### src/rtl/vmst_pkg.sv
// Package for the vertex model-to-screen transform block.
// Holds fixed-point constants, the sequencer state type and the saturation helper.
// No dependencies.
`default_nettype none
package vmst_pkg;

  localparam int WORK_W = 32;
  localparam int FRAC_BITS = 16;
  localparam int SLOTS = 48;
  localparam int SLOT_W = 6;
  localparam int PROD_W = 66;
  localparam int ACC_W = 52;
  localparam int DIV_BITS = WORK_W + FRAC_BITS;
  localparam int DIM_W = 15;

  localparam logic signed [WORK_W-1:0] FX_ONE = WORK_W'(1) << FRAC_BITS;
  localparam logic signed [WORK_W-1:0] SAT_MAX = {1'b0, {(WORK_W-1){1'b1}}};
  localparam logic signed [WORK_W-1:0] SAT_MIN = {1'b1, {(WORK_W-1){1'b0}}};

  localparam logic OP_LOAD = 1'b0;
  localparam logic OP_XFORM = 1'b1;

  localparam logic CFG_WIDTH = 1'b0;
  localparam logic CFG_HEIGHT = 1'b1;

  typedef enum logic [3:0] {
    ST_IDLE,
    ST_MAC,
    ST_MAC_END,
    ST_DIV_START,
    ST_DIV_WAIT,
    ST_VP_X,
    ST_VP_Y,
    ST_VP_END,
    ST_DONE
  } state_t;

  function automatic logic signed [WORK_W-1:0] sat_work(input logic signed [PROD_W-1:0] v);
    logic signed [PROD_W-1:0] hi;
    logic signed [PROD_W-1:0] lo;
    hi = PROD_W'(SAT_MAX);
    lo = {{(PROD_W-WORK_W){1'b1}}, SAT_MIN};
    if (v > hi) return SAT_MAX;
    else if (v < lo) return SAT_MIN;
    else return v[WORK_W-1:0];
  endfunction

endpackage
`default_nettype wire

### src/rtl/vmst_div.sv
// Restoring radix-2 signed fixed-point divider: (num << FRAC_BITS) / den, saturated.
// One quotient bit per cycle. Depends on vmst_pkg.
`default_nettype none
module vmst_div (
  input  wire logic                          clk,
  input  wire logic                          rst,
  input  wire logic                          start,
  input  wire logic signed [vmst_pkg::WORK_W-1:0] num,
  input  wire logic signed [vmst_pkg::WORK_W-1:0] den,
  output logic                               busy,
  output logic                               done,
  output logic signed [vmst_pkg::WORK_W-1:0] quot
);
  import vmst_pkg::*;

  localparam int CNT_W = $clog2(DIV_BITS);

  logic [CNT_W-1:0] cnt;
  logic [DIV_BITS-1:0] dividend;
  logic [DIV_BITS-1:0] q;
  logic [WORK_W-1:0] rem;
  logic [WORK_W-1:0] dmag;
  logic neg;
  logic [WORK_W:0] rem_sh;
  logic [WORK_W:0] rem_sub;
  logic ge;
  logic [WORK_W-1:0] num_mag;
  logic [WORK_W-1:0] den_mag;

  assign num_mag = num[WORK_W-1] ? WORK_W'(-num) : WORK_W'(num);
  assign den_mag = den[WORK_W-1] ? WORK_W'(-den) : WORK_W'(den);
  assign rem_sh = {rem, dividend[DIV_BITS-1]};
  assign ge = rem_sh >= {1'b0, dmag};
  assign rem_sub = rem_sh - {1'b0, dmag};

  always_ff @(posedge clk) begin
    if (rst) begin
      busy <= 1'b0;
      done <= 1'b0;
      cnt <= '0;
    end else begin
      done <= 1'b0;
      if (start) begin
        busy <= 1'b1;
        cnt <= '0;
      end else if (busy) begin
        cnt <= cnt + 1'b1;
        if (cnt == CNT_W'(DIV_BITS - 1)) begin
          busy <= 1'b0;
          done <= 1'b1;
        end
      end
    end
  end

  always_ff @(posedge clk) begin
    if (start) begin
      dividend <= {num_mag, {FRAC_BITS{1'b0}}};
      dmag <= den_mag;
      neg <= num[WORK_W-1] ^ den[WORK_W-1];
      rem <= '0;
      q <= '0;
    end else if (busy) begin
      dividend <= {dividend[DIV_BITS-2:0], 1'b0};
      rem <= ge ? rem_sub[WORK_W-1:0] : rem_sh[WORK_W-1:0];
      q <= {q[DIV_BITS-2:0], ge};
    end
  end

  // Saturate magnitude, then apply sign
  always_comb begin
    if (!neg) begin
      quot = (q > DIV_BITS'(SAT_MAX)) ? SAT_MAX : q[WORK_W-1:0];
    end else begin
      quot = (q > {{(DIV_BITS-WORK_W){1'b0}}, SAT_MIN}) ? SAT_MIN : -q[WORK_W-1:0];
    end
  end
endmodule
`default_nettype wire

### config.mk
export PLATFORM = sky130hd
export DESIGN_NAME = vmst_div
export DESIGN_NICKNAME = d
export VERILOG_FILES = /design/src/rtl/vmst_pkg.sv /design/src/rtl/vmst_div.sv
export SDC_FILE = /design/constraint.sdc
export NUM_CORES = 1
export LEC_CHECK = 0
export BUFFER_PORTS_ARGS = -buffer_cell sky130_fd_sc_hd__buf_4
export CAP_MARGIN = 20
export CORE_MARGIN = 2
export CORE_UTILIZATION = 60
export CTS_BUF_LIST = sky130_fd_sc_hd__clkbuf_2
export DETAILED_ROUTE_END_ITERATION = 16
export GPL_TIMING_DRIVEN = 0
export PLACE_DENSITY_LB_ADDON = 0.05
export REMOVE_ABC_BUFFERS = 1
export SLEW_MARGIN = 20
export SYNTH_ARGS = -nofsm -noshare
export SYNTH_HDL_FRONTEND = slang
export SYNTH_SLANG_ARGS = --single-unit
### constraint.sdc
create_clock -name clk -period 4.35 [get_ports clk]
set_input_delay 0.435 -clock clk [delete_from_list [all_inputs] [get_ports clk]]
set_output_delay 0.435 -clock clk [all_outputs]
set_load 0.1 [all_outputs]
# Word level (Yosys, flattened, before mapping)
# Cells that the tools add are included.
dict set report totals {
  ff_bits 153
  out_inout_bits 34
}
dict set report op_classes {
  add_sub_neg 5
  order_cmp 3
  eq_ne 1
  mux 12
  n_bitwise 2
  reduce_logical 3
}
# cell n
set ops {}
lappend ops {{two-way mux 32 bit} 5}
lappend ops {{two-way mux 48 bit} 2}
lappend ops {{negator 32 bit} 3}
lappend ops {{> comparator 48 x 31 -> 1 bit (second input constant)} 1}
lappend ops {{> comparator 48 x 32 -> 1 bit (second input constant)} 1}
lappend ops {{greater-or-equal comparator 33 x 32 -> 1 bit} 1}
lappend ops {{subtractor 32 bit} 1}
lappend ops {{two-way mux 31 bit} 1}
lappend ops {{adder 6 x 1 -> 6 bit (second input constant)} 1}
lappend ops {{== test 6 bit (second input constant)} 1}
lappend ops {{two-way mux 1 bit} 4}
lappend ops {{OR reduction 3 bit} 1}
lappend ops {{nonzero test 2 bit} 1}
lappend ops {{OR reduction 2 bit} 1}
lappend ops {{NOT 1 bit} 1}
lappend ops {{XOR 1 bit} 1}

# Logic depth before layout (Yosys ltp)
dict set report logic_depth {
  word_depth 4
  depth_mapped 12
  depth_no_buf 11
}

# Worst setup path before layout
# No wires, ideal clock.
dict set report synth_path {
  kind {register to output}
  startpoint {register q[9]}
  endpoint {output port quot[10] (netlist name)}
  t_arrival_ps 6161
  required_ps 3915
  slack_ps -2246
  path_stages_with_launch 11
  path_cell_list {dfxtp_1 buf_6 or4_1 buf_2 or4_4 nor4_1 a41oi_1 nor2_1 nand2_1 clkbuf_1 o311ai_0}
}
dict set report synth_via {
  elab_chain_cells 3
  word_cells_on_any_way 6
  classes_between {1 x add/sub; 2 x order compare; 3 x mux}
}
# element line
set synth_rtl {}
lappend synth_rtl {{start, declared} vmst_div.sv:20} ;# logic [DIV_BITS-1:0] q;
lappend synth_rtl {{start signal, assigned} vmst_div.sv:66} ;# q <= {q[DIV_BITS-2:0], ge};
lappend synth_rtl {{> comparator 48 x 31 -> 1 bit, or another cell as far along} vmst_div.sv:73} ;# quot = (q > DIV_BITS'(SAT_MAX)) ? SAT_MAX : q[WORK_W-1:0];
lappend synth_rtl {{two-way mux 32 bit (on tied branches)} {vmst_div.sv:73, vmst_div.sv:75}}
lappend synth_rtl {{two-way mux 32 bit *} vmst_div.sv:72} ;# if (!neg) begin
lappend synth_rtl {{end, declared} vmst_div.sv:12} ;# output logic signed [vmst_pkg::WORK_W-1:0] quot
# Mark *: on every way between the ends. The rest lies on a longest branch, timed or not.

# Final worst setup path
dict set report layout_path {
  startpoint {register q[18]}
  endpoint {output port quot[11] (netlist name)}
}
dict set report layout_via {
  elab_chain_cells 3
  word_cells_on_any_way 5
  classes_between {2 x order compare; 3 x mux}
}
# element line
set layout_rtl {}
lappend layout_rtl {{> comparator 48 x 31 -> 1 bit / > comparator 48 x 32 -> 1 bit (equally long branches)} {vmst_div.sv:73, vmst_div.sv:75}}
lappend layout_rtl {{two-way mux 32 bit (on tied branches)} {vmst_div.sv:73, vmst_div.sv:75}}
lappend layout_rtl {{two-way mux 32 bit *} vmst_div.sv:72}
# Marks and branches as above.

==> metrics.txt <==
Synthesis Warnings 0; post-synth top area share 19.97%; DR pass1 iterations 6; # DRC 0; Distinct cells, synth 63; DIE AREA 0.01733 mm^2; RSZ-0062 raised after global routing true; Place WS -1032 ps; Post-synth EDFFs 65; routed length per placed instance 17.37 um; mapped cell area 0.009774 mm^2; top cell type by total area after synthesis edfxtp_1; crit path buf inv count 2; DR vias 9118; r2r startpoint dmag[14]$_DFFE_PP_; max_slew headroom 36.01%; CTS tree done; largest net degree at the start of global routing 92; mux cell area share after synthesis 6.874%; critical-path cell list or3_1 -> or4_1 -> nor4_4 -> a41oi_2 -> buf_4 -> or2_4 -> o41ai_2 -> nand2_1 -> o311ai_2 -> buf_6; Hold Path Origin num[10]; failing checks negative setup slack; largest buffer count on any clock path 2; Seq/Total Area, Yosys 37.99%; antenna violations before repair 1; global route total overflow 0; cell area after placement 0.01065 mm^2; ranking of synthesized cells by area edfxtp_1, dfxtp_1, mux2i_1; Worst Path Arrival 4160 ps; Design Power 3.501 mW; ys async rst share 0%; startpoint types register; leakage power 4.976 nW; period utilization 105.7%; worst skew pair latency 750 ps; final WL 25.66 mm; family with the most delay on the worst path simple AND/OR/NAND/NOR gates; Syn Inst Count 1127; outcome finished with violations; clk root buf clkbuf_2; slack of the critical path -248.8 ps; post-layout min period 4599 ps; routed vias/inst 6.173; Port-buffer cells 100; Die W 131.6 um; highest-delay cell along the critical path or4_1; Final Hold Viols 0; Synth Area per Inst 8.673 um^2; CP required 3910 ps; Synth Area in Adders 4.813%; 1st-iter DRT viols 855; GPL Wtd Cong 0.8617; CP Class reg2out; Final Net Count 1351; CP Max Fanout 10; setup TNS -1644 ps; Setup crit start q[18]$_SDFFE_PP0P_; largest family of logic cells by synthesized area compound AO/OA/AOI/OAI gates; Setup Viol. Count Final 21; global-route wire length before repair 39.74 mm; detailed placement HPWL 15.05 mm; H-tree depth 4; Hold Crit Class in2reg; Worst path max stage delay 620 ps; worst slew pin tran 951.1 ps; Layout Skew 38.98 ps; # IOs 101; Synth Area in Simple Gates 18.43%; fin. max-slew vios 0; fmax 217.5 MHz; Routed Antenna Nets 0; GRT Util Overall 27.55%; cts bufs inserted 17; Area Growth Syn to Fin 25.74%; layout cells sized above 1 17.94%; Pwr Density 284.9 mW/mm^2; Layout Cells excl Fill 1477; clk slew on worst S/H paths 250 ps; fin area 0.01229 mm^2; Top FF cell, synth dfxtp_1; Site Rows 46; Worst Setup End Kind output port; Synth Area in Compound Gates 19.11%; DP Cell Count 1386; #FFs+latches synth 153; initial core utilization 61.53%; Post-Synth XOR/XNOR Area 8.065%; maximum vdd ir drop 327.9 uV; max cap viols 0; die height 131.6 um; number of global-route vias before repair 8357; CTS sink count 153; area of the core 0.01589 mm^2
## synth_stat cells, types with 5 or more instances
cell type and instances:
nor2b_1 9, dfxtp_1 88, or4_1 13, o21a_1 10, o211ai_1 5, o31ai_1 19, xor2_1 43, a21o_1 16
o21ai_0 59, a32oi_1 9, a31oi_1 7, or2_2 7, clkbuf_1 44, xnor2_1 47, o311ai_0 21, nor2_1 148
nor3_1 15, nand4_1 12, ha_1 36, and2_1 6, a21oi_1 71, or3_1 18, nand2_1 92, nand2b_1 9
buf_2 5, o41ai_1 9, nand3_1 11, mux2i_1 66, o21bai_1 6, edfxtp_1 65, nor4_1 16, inv_1 58
buf_1 10, a211oi_1 21
## metrics by stage
step,hold WS [ps],utilization (%)
floorplan,458.3,-
global placement,477.3,66.45
detailed placement,491.0,67.01
CTS,8.468,74.80
global route,15.82,77.37
finish,80.39,77.37
## cells in the final DEF (no fill, tap or decap), drive strengths merged, types with 10 or more instances in the layout
cell         Yosys  final
nor2           148    148
buf             16    122
nand2           92     95
dfxtp           88     88
a21oi           71     71
mux2i           66     66
edfxtp          65     65
inv             58     64
o21ai           59     59
xnor2           47     47
xor2            43     43
dlygate4sd3      0     36
ha              36     36
a211oi          21     21
o311ai          21     21
o31ai           19     19
clkbuf          44     19
or3             19     19
a21o            16     16
nor4            16     16
nor3            15     15
or4             15     15
nand4           12     12
nand3           11     11
o21a            10     10
## metal layers
| metal | up-vias | share of wire (%) | track usage [%] |
|---|---|---|---|
| met1 | 4316 | 41 | 35.65 |
| met3 | 96 | 5.5 | 4.630 |
| met4 | 0 | 3.4 | 9.601 |
| met5 | - | 0 | 0 |
| met2 | 354 | 50 | 46.68 |
| li1 | 4352 | - | - |
## registers in the layout, summed over array words and instances (netlist names)
signal    count
busy          1
cnt           6
dividend     32
dmag         32
done          1
neg           1
q            48
rem          32
## worst min-delay path, cell delays in order
cell	delay [ps]
buf_4	100
xor2_1	60
a21oi_1	130
## final timing paths
check        cells past startpoint                      to  slack, ps
max                             10                quot[11]       -250
min                              3  dividend[26]$_DFFE_PP_         80
max reg2reg                     11    rem[11]$_SDFFE_PP0P_        770
min reg2reg                      2         done$_SDFF_PP0_        500
## cell families after synthesis
group                    count (synthesis)
buffers and inverters                  119
adder cells (fa/ha/maj)                 37
AND/OR/NAND/NOR                        379
XOR/XNOR                                90
multiplexers                            67
flip-flops                             153
AO/OA/AOI/OAI                          282
## cell type report
cell class              count  area [um^2]
inverters                  59        225.2
clock buffers              19        95.09
flip-flops and latches    153         3732
diodes                      1        2.502
fillers                  1064         3595
clock inverters            13        112.6
well taps                 216        270.3
multi-input cells         858         6157
repair buffers            158         1695
## where the power goes
part / switching (mW) / total [mW] / internal [mW]
sequential: 0.0493 / 1.65 / 1.60
combinational: 0.680 / 1.12 / 0.442
clock: 0.560 / 0.732 / 0.172
total: 1.29 / 3.50 / 2.21
## repair_timing
| item | CTS | global route |
|---|---|---|
| endpoints found under the setup margin | 32 | 32 |
| hold endpoints to repair | 37 | 4 |
| buffers inserted | 14 | 6 |
| pin swaps | 9 | 14 |
| gates resized for setup | 121 | 72 |
| gates cloned | 2 | 1 |
| hold buffers | 32 | 4 |
Power figures use the tool's default switching activity.
